--- src/hdl/deq_pkg.sv ---
// ----------------------------------------------------------------------------
// deq_pkg: shared definitions for the double-ended queue
// Operation and status codes, field widths and parameter defaults.
// ----------------------------------------------------------------------------
package deq_pkg;

    localparam int DEPTH_DEFAULT      = 16;
    localparam int DATA_WIDTH_DEFAULT = 32;

    localparam int KIND_W   = 3;
    localparam int VALUE_W  = 32;
    localparam int STATUS_W = 2;
    localparam int FILL_W   = 5;

    // Result tdata layout, from the lowest bit up.
    localparam int OUT_VALUE_LSB  = 0;
    localparam int OUT_STATUS_LSB = OUT_VALUE_LSB + VALUE_W;
    localparam int OUT_EMPTY_LSB  = OUT_STATUS_LSB + STATUS_W;
    localparam int OUT_FILL_LSB   = OUT_EMPTY_LSB + 1;
    localparam int OUT_BITS       = OUT_FILL_LSB + FILL_W;
    localparam int OUT_TDATA_W    = ((OUT_BITS + 7) / 8) * 8;

    localparam logic [KIND_W-1:0] KIND_PUSH_FRONT = 3'd0;
    localparam logic [KIND_W-1:0] KIND_PUSH_BACK  = 3'd1;
    localparam logic [KIND_W-1:0] KIND_POP_FRONT  = 3'd2;
    localparam logic [KIND_W-1:0] KIND_POP_BACK   = 3'd3;
    localparam logic [KIND_W-1:0] KIND_PEEK_FRONT = 3'd4;
    localparam logic [KIND_W-1:0] KIND_PEEK_BACK  = 3'd5;

    localparam logic [STATUS_W-1:0] STATUS_OK    = 2'd0;
    localparam logic [STATUS_W-1:0] STATUS_EMPTY = 2'd1;
    localparam logic [STATUS_W-1:0] STATUS_FULL  = 2'd2;

endpackage

--- src/hdl/double_ended_queue_top.sv ---
// ----------------------------------------------------------------------------
// double_ended_queue_top: double-ended queue in a ring buffer
// Push, pop and peek at either end of a ring of DEPTH words.
// ----------------------------------------------------------------------------
// Usage:
//   The slave stream carries one operation per transfer: tuser holds the
//   operation code and tdata the word to push. For every operation exactly
//   one result leaves on the master stream with the popped or peeked word,
//   a status code, an empty flag and the fill count after the operation.
//   Pops and peeks on an empty queue return an empty error, pushes into a
//   full ring return a full status; in both cases the state is unchanged.
//   Each result passes the pending stage and then the output register. A
//   new operation is taken once the last result has left the pending stage:
//   the ring memory is read in the accept cycle and its registered read
//   data is folded into the result when the output register is free.
//   When the receiver stalls, the result waits in the output register; the
//   next operation is still taken and its result waits in the pending
//   stage, after which tready stays low until the output drains.
//   Reset empties the queue (front index and count go to zero) and drops
//   any result in flight. The ring contents are not cleared.
// ----------------------------------------------------------------------------
module double_ended_queue_top #(
    parameter int DEPTH      = deq_pkg::DEPTH_DEFAULT,
    parameter int DATA_WIDTH = deq_pkg::DATA_WIDTH_DEFAULT
) (
    input  logic                             i_clk,
    input  logic                             i_rst_n,
    input  logic                             i_s_tvalid,
    output logic                             o_s_tready,
    // value (32)
    input  logic [deq_pkg::VALUE_W-1:0]      i_s_tdata,
    // kind (3)
    input  logic [deq_pkg::KIND_W-1:0]       i_s_tuser,
    output logic                             o_m_tvalid,
    input  logic                             i_m_tready,
    // value_out (32), status (2), is_empty (1), fill (5)
    output logic [deq_pkg::OUT_TDATA_W-1:0]  o_m_tdata
);

    localparam int IW = (DEPTH > 1) ? $clog2(DEPTH) : 1;
    localparam int CW = $clog2(DEPTH + 1);
    localparam int SW = IW + 1;
    localparam logic [SW-1:0] DEPTH_S = SW'(DEPTH);
    localparam logic [CW-1:0] DEPTH_C = CW'(DEPTH);
    localparam logic [IW-1:0] LAST_I  = IW'(DEPTH - 1);

    typedef enum logic [0:0] {
        ST_IDLE,
        ST_HOLD
    } t_state;

    t_state r_state, n_state;

    logic [DATA_WIDTH-1:0] r_ring [DEPTH];

    logic [IW-1:0] r_front, n_front;
    logic [CW-1:0] r_count, n_count;

    logic [DATA_WIDTH-1:0] r_rd_data;
    logic                  r_pend_use_rd;
    logic [deq_pkg::STATUS_W-1:0] r_pend_status;
    logic [CW-1:0]         r_pend_count;

    logic                         r_out_valid;
    logic [deq_pkg::VALUE_W-1:0]  r_out_value;
    logic [deq_pkg::STATUS_W-1:0] r_out_status;
    logic                         r_out_empty;
    logic [deq_pkg::FILL_W-1:0]   r_out_fill;

    logic                         accept;
    logic                         out_free;
    logic [IW-1:0]                front_dec;
    logic [IW-1:0]                front_inc;
    logic [SW-1:0]                tail_sum;
    logic [IW-1:0]                tail_idx;
    logic [SW-1:0]                back_sum;
    logic [IW-1:0]                back_idx;
    logic                         is_full;
    logic                         is_empty;
    logic                         do_write;
    logic [IW-1:0]                wr_addr;
    logic                         do_read;
    logic [IW-1:0]                rd_addr;
    logic [deq_pkg::STATUS_W-1:0] op_status;
    logic [CW-1:0]                op_count;
    logic [IW-1:0]                op_front;
    logic [63:0]                  wr_wide;
    logic [63:0]                  rd_wide;

    assign accept     = i_s_tvalid && o_s_tready;
    assign o_s_tready = (r_state == ST_IDLE);
    assign out_free   = !r_out_valid || i_m_tready;

    assign is_full  = (r_count >= DEPTH_C);
    assign is_empty = (r_count == '0);

    assign front_dec = (r_front == '0) ? LAST_I : r_front - IW'(1);
    assign front_inc = (r_front == LAST_I) ? '0 : r_front + IW'(1);

    // Ring positions: both sums stay below twice the depth, so one
    // conditional subtract wraps them.
    assign tail_sum = SW'(r_front) + SW'(r_count);
    assign tail_idx = (tail_sum >= DEPTH_S) ? IW'(tail_sum - DEPTH_S) : IW'(tail_sum);
    assign back_sum = tail_sum - SW'(1);
    assign back_idx = (back_sum >= DEPTH_S) ? IW'(back_sum - DEPTH_S) : IW'(back_sum);

    always_comb begin
        do_write  = 1'b0;
        wr_addr   = tail_idx;
        do_read   = 1'b0;
        rd_addr   = r_front;
        op_status = deq_pkg::STATUS_OK;
        op_count  = r_count;
        op_front  = r_front;
        unique case (i_s_tuser)
            deq_pkg::KIND_PUSH_FRONT: begin
                if (is_full) begin
                    op_status = deq_pkg::STATUS_FULL;
                end else begin
                    do_write = 1'b1;
                    wr_addr  = front_dec;
                    op_front = front_dec;
                    op_count = r_count + CW'(1);
                end
            end
            deq_pkg::KIND_PUSH_BACK: begin
                if (is_full) begin
                    op_status = deq_pkg::STATUS_FULL;
                end else begin
                    do_write = 1'b1;
                    op_count = r_count + CW'(1);
                end
            end
            deq_pkg::KIND_POP_FRONT, deq_pkg::KIND_PEEK_FRONT: begin
                if (is_empty) begin
                    op_status = deq_pkg::STATUS_EMPTY;
                end else begin
                    do_read = 1'b1;
                    if (i_s_tuser == deq_pkg::KIND_POP_FRONT) begin
                        op_front = front_inc;
                        op_count = r_count - CW'(1);
                    end
                end
            end
            deq_pkg::KIND_POP_BACK, deq_pkg::KIND_PEEK_BACK: begin
                if (is_empty) begin
                    op_status = deq_pkg::STATUS_EMPTY;
                end else begin
                    do_read = 1'b1;
                    rd_addr = back_idx;
                    if (i_s_tuser == deq_pkg::KIND_POP_BACK) begin
                        op_count = r_count - CW'(1);
                    end
                end
            end
            default: begin
            end
        endcase
        // An empty queue always restarts at the first entry.
        if (op_count == '0) begin
            op_front = '0;
        end
    end

    always_comb begin
        n_state = r_state;
        n_front = r_front;
        n_count = r_count;
        unique case (r_state)
            ST_IDLE: begin
                if (accept) begin
                    n_state = ST_HOLD;
                    n_front = op_front;
                    n_count = op_count;
                end
            end
            ST_HOLD: begin
                if (out_free) begin
                    n_state = ST_IDLE;
                end
            end
            default: n_state = ST_IDLE;
        endcase
    end

    always_ff @(posedge i_clk) begin
        if (!i_rst_n) begin
            r_state     <= ST_IDLE;
            r_front     <= '0;
            r_count     <= '0;
            r_out_valid <= 1'b0;
        end else begin
            r_state <= n_state;
            r_front <= n_front;
            r_count <= n_count;
            if (r_state == ST_HOLD && out_free) begin
                r_out_valid <= 1'b1;
            end else if (i_m_tready) begin
                r_out_valid <= 1'b0;
            end
        end
    end

    assign wr_wide = {32'b0, i_s_tdata};
    assign rd_wide = 64'(r_rd_data);

    // Ring memory: one write port, one registered read port.
    always_ff @(posedge i_clk) begin
        if (accept && do_write) begin
            r_ring[wr_addr] <= wr_wide[DATA_WIDTH-1:0];
        end
        if (accept && do_read) begin
            r_rd_data <= r_ring[rd_addr];
        end
    end

    always_ff @(posedge i_clk) begin
        if (accept) begin
            r_pend_use_rd <= do_read;
            r_pend_status <= op_status;
            r_pend_count  <= op_count;
        end
        if (r_state == ST_HOLD && out_free) begin
            r_out_value  <= r_pend_use_rd ? rd_wide[deq_pkg::VALUE_W-1:0] : '0;
            r_out_status <= r_pend_status;
            r_out_empty  <= (r_pend_count == '0);
            r_out_fill   <= deq_pkg::FILL_W'(32'(r_pend_count));
        end
    end

    assign o_m_tvalid = r_out_valid;
    assign o_m_tdata  = deq_pkg::OUT_TDATA_W'({r_out_fill, r_out_empty,
                                               r_out_status, r_out_value});

endmodule

--- config.mk ---
export PLATFORM = sky130hd
export DESIGN_NAME = double_ended_queue_top
export DESIGN_NICKNAME = d
export VERILOG_FILES = /design/src/hdl/deq_pkg.sv /design/src/hdl/double_ended_queue_top.sv
export SDC_FILE = /design/constraint.sdc
export NUM_CORES = 1
export LEC_CHECK = 0
export BUFFER_PORTS_ARGS = -buffer_cell sky130_fd_sc_hd__buf_2
export CORE_MARGIN = 2
export CORE_UTILIZATION = 45
export CTS_CLUSTER_DIAMETER = 150
export DETAILED_ROUTE_END_ITERATION = 8
export HOLD_SLACK_MARGIN = 0.06
export SLEW_MARGIN = 10
export SYNTH_ARGS = -nofsm -noshare
export SYNTH_HDL_FRONTEND = slang
export SYNTH_SLANG_ARGS = --single-unit
--- constraint.sdc ---
create_clock -name i_clk -period 5.1 [get_ports i_clk]
set_input_delay 0.765 -clock i_clk [delete_from_list [all_inputs] [get_ports i_clk]]
set_output_delay 0.765 -clock i_clk [all_outputs]
set_load 0.02 [all_outputs]
### Word-level counts from Yosys, hierarchy flattened

Memories as Yosys holds them, arrays and structs flattened. A register that Yosys moved wholly into a read port is not among the register bits.
Index checks and enable logic that the tools add are counted.

| word-level totals | value |
|---|---|
| flip-flop bits (word level) | 59 |
| latch bits | 0 |
| RAM bits | 512 |
| bits in read-only memories | 0 |
| output and inout port bits | 42 |
| word-level logic and storage cells | 85 |
| memories | 1 |

Memories:

| name | words | width | read ports | clocked after memory_dff | write ports | line | RTL |
|---|---|---|---|---|---|---|---|
| r_ring | 16 | 32 | 1 | 1 | 1 | double_ended_queue_top.sv:54 | `logic [DATA_WIDTH-1:0] r_ring [DEPTH];` |

| cells by class | value |
|---|---|
| add/sub/neg operators | 8 |
| multiply operators | 0 |
| div/mod/pow operators | 0 |
| $lt $le $gt $ge | 3 |
| eq/ne operators | 9 |
| shift operators | 0 |
| mux-type cells | 33 |
| bitwise logic cells | 1 |
| reduce and logical (&&, ||, !) cells | 19 |

Operators with widths:

| cell | number |
|---|---|
| 4-bit two-way mux | 12 |
| 5-bit two-way mux | 5 |
| 5-bit greater-or-equal comparator, second input constant | 3 |
| 5-bit logical NOT | 3 |
| 5-bit one-hot mux with 3 select lines | 1 |
| 4-bit by 1-bit subtractor with 4-bit output, second input constant | 3 |
| 1-bit two-way mux | 11 |
| 5-bit by 1-bit subtractor with 5-bit output, second input constant | 2 |
| 3-bit != test, second input constant | 3 |
| 4-bit one-hot mux with 2 select lines | 1 |
| 3-bit by 2-bit == test with 1-bit output, second input constant | 2 |
| 3-bit == test, second input constant | 2 |
| 6-bit AND reduction | 1 |
| 2-bit OR reduction | 3 |
| 4-bit by 5-bit adder with 5-bit output | 1 |
| 5-bit by 1-bit adder with 5-bit output, second input constant | 1 |
| 4-bit by 1-bit adder with 4-bit output, second input constant | 1 |
| 4-bit == test, second input constant | 1 |
| 1-bit logical AND | 4 |
| 4-bit logical NOT | 1 |
| 2-bit one-hot mux with 2 select lines | 1 |
| 4-bit OR reduction | 1 |
| 3-bit by 1-bit == test with 1-bit output, second input constant | 1 |
| 3-bit logical NOT | 1 |
| other kinds (8) | 8 |

### Longest topological paths before layout

| logic depth | value |
|---|---|
| word-level depth | 7 |
| mapped depth | 13 |

### Worst setup path before layout

Ideal clock, no wire load.

| path | value |
|---|---|
| path type | input-to-reg |
| start | input i_s_tuser[2] (netlist bit) |
| end | memory r_ring[10][0] (netlist bit) (enable) |
| library setup time | 0.421 ns |
| data arrival time | 3.583 ns |
| data required time | 4.679 ns |
| slack | 1.096 ns |
| stages on the path | 7 |
| buffers on the path | 1 |
| cells stage by stage | buf_2 nor4_1 o211ai_1 o31ai_1 a21oi_1 or2_2 nor2_1 |

| between the ends | value |
|---|---|
| word-level cells in the longest chain between the ends | 6 |

RTL lines:

| element | line | RTL |
|---|---|---|
| from (decl) | double_ended_queue_top.sv:33 | `input logic [deq_pkg::KIND_W-1:0] i_s_tuser,` |
| 3-bit by 1-bit == test with 1-bit output or 3-bit logical NOT (tied branches) | double_ended_queue_top.sv:115 | `unique case (i_s_tuser)` |
| 2-bit OR reduction (no line) | - |  |
| 1-bit two-way mux | - |  |
| 1-bit logical AND | double_ended_queue_top.sv:209 | `if (accept && do_write) begin` |
| 1-bit two-way mux | double_ended_queue_top.sv:209 |  |
| 1-bit two-way mux (implied by the code) | double_ended_queue_top.sv:210 | `r_ring[wr_addr] <= wr_wide[DATA_WIDTH-1:0];` |
| to (decl) | double_ended_queue_top.sv:54 |  |

Parallel ways exist; a longest one is shown, timed or not.

### Final worst setup path

| path | value |
|---|---|
| start | register r_count[0] |
| end | register r_rd_data[28] (read register of r_ring) (data pin) |

| between the ends | value |
|---|---|
| word-level cells in the longest chain between the ends | 6 |

RTL lines:

| element | line | RTL |
|---|---|---|
| from (decl) | double_ended_queue_top.sv:57 | `logic [CW-1:0] r_count, n_count;` |
| from (signal assigned) | double_ended_queue_top.sv:195 | `r_count <= n_count;` |
| 4-bit by 5-bit adder with 5-bit output | double_ended_queue_top.sv:102 | `assign tail_sum = SW'(r_front) + SW'(r_count);` |
| 5-bit by 1-bit subtractor with 5-bit output | double_ended_queue_top.sv:104 | `assign back_sum = tail_sum - SW'(1);` |
| 4-bit by 1-bit subtractor with 4-bit output or 5-bit greater-or-equal comparator (tied branches) | double_ended_queue_top.sv:105 | `assign back_idx = (back_sum >= DEPTH_S) ? IW'(back_sum - DEPTH_S) : IW'(back_sum);` |
| 4-bit two-way mux | double_ended_queue_top.sv:105 |  |
| 4-bit two-way mux | double_ended_queue_top.sv:146 | `if (is_empty) begin` |
| 4-bit two-way mux | double_ended_queue_top.sv:115 |  |
| to (decl) | double_ended_queue_top.sv:59 | `logic [DATA_WIDTH-1:0] r_rd_data;` |

Parallel ways exist; a longest one is shown, timed or not.
A chain may end at the register's enable or synchronous reset.

==> results by group <==
Outcome
  • Status: complete, no violations

CTS
  • # hold bufs at CTS: 0
  • TritonCTS buffer count: 60
  • Post-cts repair resize count: 0
  • CTS H-tree depth: 2
  • Max Root-Sink Buffers: 3
  • Clk pin slew, worst setup/hold paths: approximately 60 ps
  • Sink Count: 603
  • Setup bufs post-CTS: 0
  • Clock latency on the worst-skew pair: 630 ps
  • Root buf cell: clkbuf_16
  • CTS tree: done

Power
  • Leakage: approximately 9.7 nW
  • PD cells: 394.0 mW/mm^2
  • Worst IR Drop VDD: 0.0002693 V

Synthesis
  • Yosys cell types: 62
  • Mapped Area: 0.02521 sq mm
  • Most frequent cell after synthesis: edfxtp_1
  • Synth top area cells: edfxtp_1 71%, a211o_1 4.2%, and3_1 3.1%
  • Main synth FF type: edfxtp_1
  • Synth top cells by count: 592 x edfxtp_1, 124 x and3_1, 122 x a211o_1, 112 x a21oi_1, 109 x o21ai_0
  • Post-Synthesis Cells: 1698
  • Proportion of netlist area held by the largest area contributor: 0.7050
  • Syn_nets: 1747
  • Syn avg cell area: 14.85 sq um
  • Synthesis-stage register bit count: around 600
  • EDFF count, synth: 592
  • Yosys warning count: 0
  • Largest area contributor in the netlist: edfxtp_1
  • Seq/Total Area, Yosys: 0.7138
  • Post-synth ARST share: 0

Critical path
  • Crit Path Class: reg2reg
  • Critical path, cell by cell: ha_1 -> inv_1 -> fa_1 -> ha_1 -> xnor3_1 -> nor4_4 -> nor2_4 -> buf_4 -> mux2_4 -> a2111oi_2 -> a211oi_1
  • Worst path arrival time: 4480 ps
  • CP Launch Type: flop
  • Cell mode on critical path: ha_1
  • Max incr delay on CP: 580 ps
  • Slowest-stage cell, CP: nor2_4
  • Req. time, crit path: 5430 ps
  • Crit-path max FO: 15
  • Worst Setup End Kind: flop

Drt
  • Total wire length: around 66000 um
  • Iter 0 DRT Violations: approximately 1600
  • TritonRoute pass-1 iters: 5
  • Routed Antenna Nets: 0
  • Via-per-instance ratio: approximately 6
  • DR vias: 15430
  • DRC Markers: 0
  • Wire per inst: between 20 and 30 um

STA
  • Final setup violation count: 0
  • Clock skew: 12.83 ps
  • Fin. max-slew vios: 0
  • RSZ-0062 raised after global routing: no
  • Fin Hold WS: 395.1 ps
  • Slew Limit Headroom: 0.2416
  • Setup TNS: 0 ps
  • Fin. Hold Viols: 0
  • Fin crit share: 0.8130
  • Slew @ Worst Pin: 1135 ps
  • Minimum clock period: a little over 4000 ps
  • Fmax: roughly 240 MHz
  • PnR worst setup slack: ~950 ps

Placed design
  • Number of port buffers: 80
  • DP HPWL: 35260 um
  • Placer congestion estimate: 0.8693
  • Dpl ws: 994.1 ps
  • Placed Instances: 2440
  • Area after DPL: 0.02679 sq mm

Die
  • Die W: about 240 um
  • I/O Pins: 81
  • Row count: 86
  • Initial Util: 0.4568
  • Core area: 0.05520 sq mm
  • Die height: 240.7 um
  • Die area: 0.05794 sq mm

Run
  • Max Cap Viol: 0

GRT
  • Vias in the first global route: 15200
  • Total Routing Usage GR: 0.2290
  • First-pass GRT wire length: 98040 um
  • Antenna violations before repair: 4
  • Global-route met2 utilization: 0.3678
  • GRT Residual Overflow: 0
  • Largest net degree at the start of global routing: approximately 170
  • Grt peak-use layer: met2
  • Met3 Resource Use GR: 0.03923
  • GRT met1 Usage: 0.3195

Final layout
  • Total Nets Final: 1803
  • Fraction of final layout cells sized beyond drive strength 1: 0.1808
  • Layout area overhead: 13.91%
  • Final Non-Filler Cells: 2553
  • Design area: 0.02872 sq mm

Worst hold path
  • HP Class: in2reg
-- worst paths after layout --
path	slack, ps	start	depth (start not counted)	to
setup / recovery	950	r_count[0]	11	r_rd_data[28]
hold / removal	400	i_s_tvalid	3	r_state
setup reg to reg	950	r_count[0]	11	r_rd_data[28]
hold reg to reg	420	r_pend_status[1]	0	r_out_status[1]
-- per-layer routing --
layer  share of wire  vias up  routed length (um)
li1                -     6919                   -
met1            0.43     7793               28610
met2            0.48      600               31440
met3           0.065      118                4279
met4           0.027        0                1762
met5               0        -                   0
-- metrics by stage --
step                  util  power (mW)
floorplan                -       6.569
global placement    0.4853       7.065
detailed placement  0.4853       7.080
CTS                 0.5202       11.39
global route        0.5203       11.69
finish              0.5203       11.32
-- critical path: cells and delay by family, from the launching register on --
family | cells | cell delay [ps]
AO/OA/AOI/OAI | 2 | 520
XOR/XNOR | 1 | 380
adder cells (fa/ha/maj) | 3 | 950
buffers and inverters | 2 | 480
flip-flops | 1 | 490
multiplexers | 1 | 340
AND/OR/NAND/NOR | 2 | 670
-- sequential cells by signal, summed over array words and instances, names as in the netlist --
signal	cells
r_out_empty	1
r_pend_count	5
r_pend_use_rd	1
r_out_fill	5
r_front	4
r_out_value	32
r_rd_data	32
r_out_status	2
o_m_tvalid	1
r_state	1
r_count	5
r_ring	512
r_pend_status	2
-- cells in the final DEF, fill, tap and decap left out, types with 4 or more instances in the layout --
master,netlist,final
nand2_1,18,17
clkinv_2,0,14
nor4_1,7,7
o211ai_1,7,7
nand3_1,99,99
edfxtp_1,592,592
clkbuf_16,0,60
clkinv_1,1,13
inv_1,17,17
a22o_1,5,5
dfxtp_1,11,11
o21ai_0,109,108
a2111oi_0,8,8
nand2b_1,5,5
buf_12,0,14
and2_1,34,33
ha_1,9,9
a2111oi_2,25,25
a21oi_1,112,111
bufinv_16,0,6
buf_2,27,80
a211oi_1,95,95
mux2_2,12,12
and3_1,124,124
xnor2_1,5,5
clkbuf_1,100,13
a211o_1,122,122
nor3_1,8,7
nor2_1,35,18
nor2_4,1,18
mux2_4,25,25
buf_4,1,45
mux2i_1,12,12
or2_2,4,4
-- where the power goes --
| group | switching, mW | leakage [nW] | internal (mW) |
|---|---|---|---|
| Clock | 1.85 | 0.948 | 2.49 |
| Sequential | 0.0353 | 5.45 | 5.56 |
| Combinational | 0.912 | 3.34 | 0.472 |
| Total | 2.80 | 9.73 | 8.52 |
-- cells by family (layout without fill, tap and decap cells) --
kind of cell / Yosys count / in the layout / synth area share
flip-flops: 603 / 603 / 0.7138
AO/OA/AOI/OAI: 513 / 513 / 0.1459
AND/OR/NAND/NOR: 352 / 352 / 0.07895
buffers and inverters: 163 / 268 / 0.02724
multiplexers: 49 / 49 / 0.02501
adder cells (fa/ha/maj): 10 / 10 / 0.005260
XOR/XNOR: 8 / 8 / 0.003870
other: 0 / 2 / 0
-- cell type report --
type | instances | area (sq um)
Timing Repair Buffer | 139 | 1018
Antenna cell | 2 | 5.005
Multi-Input combinational cell | 932 | 6770
Inverter | 18 | 67.56
Clock inverter | 36 | 350.3
Sequential cell | 603 | 18000
Fill cell | 4463 | 26480
Clock buffer | 75 | 1578
Tap cell | 748 | 935.9
Note: power is estimated with default switching activity, not from simulation.
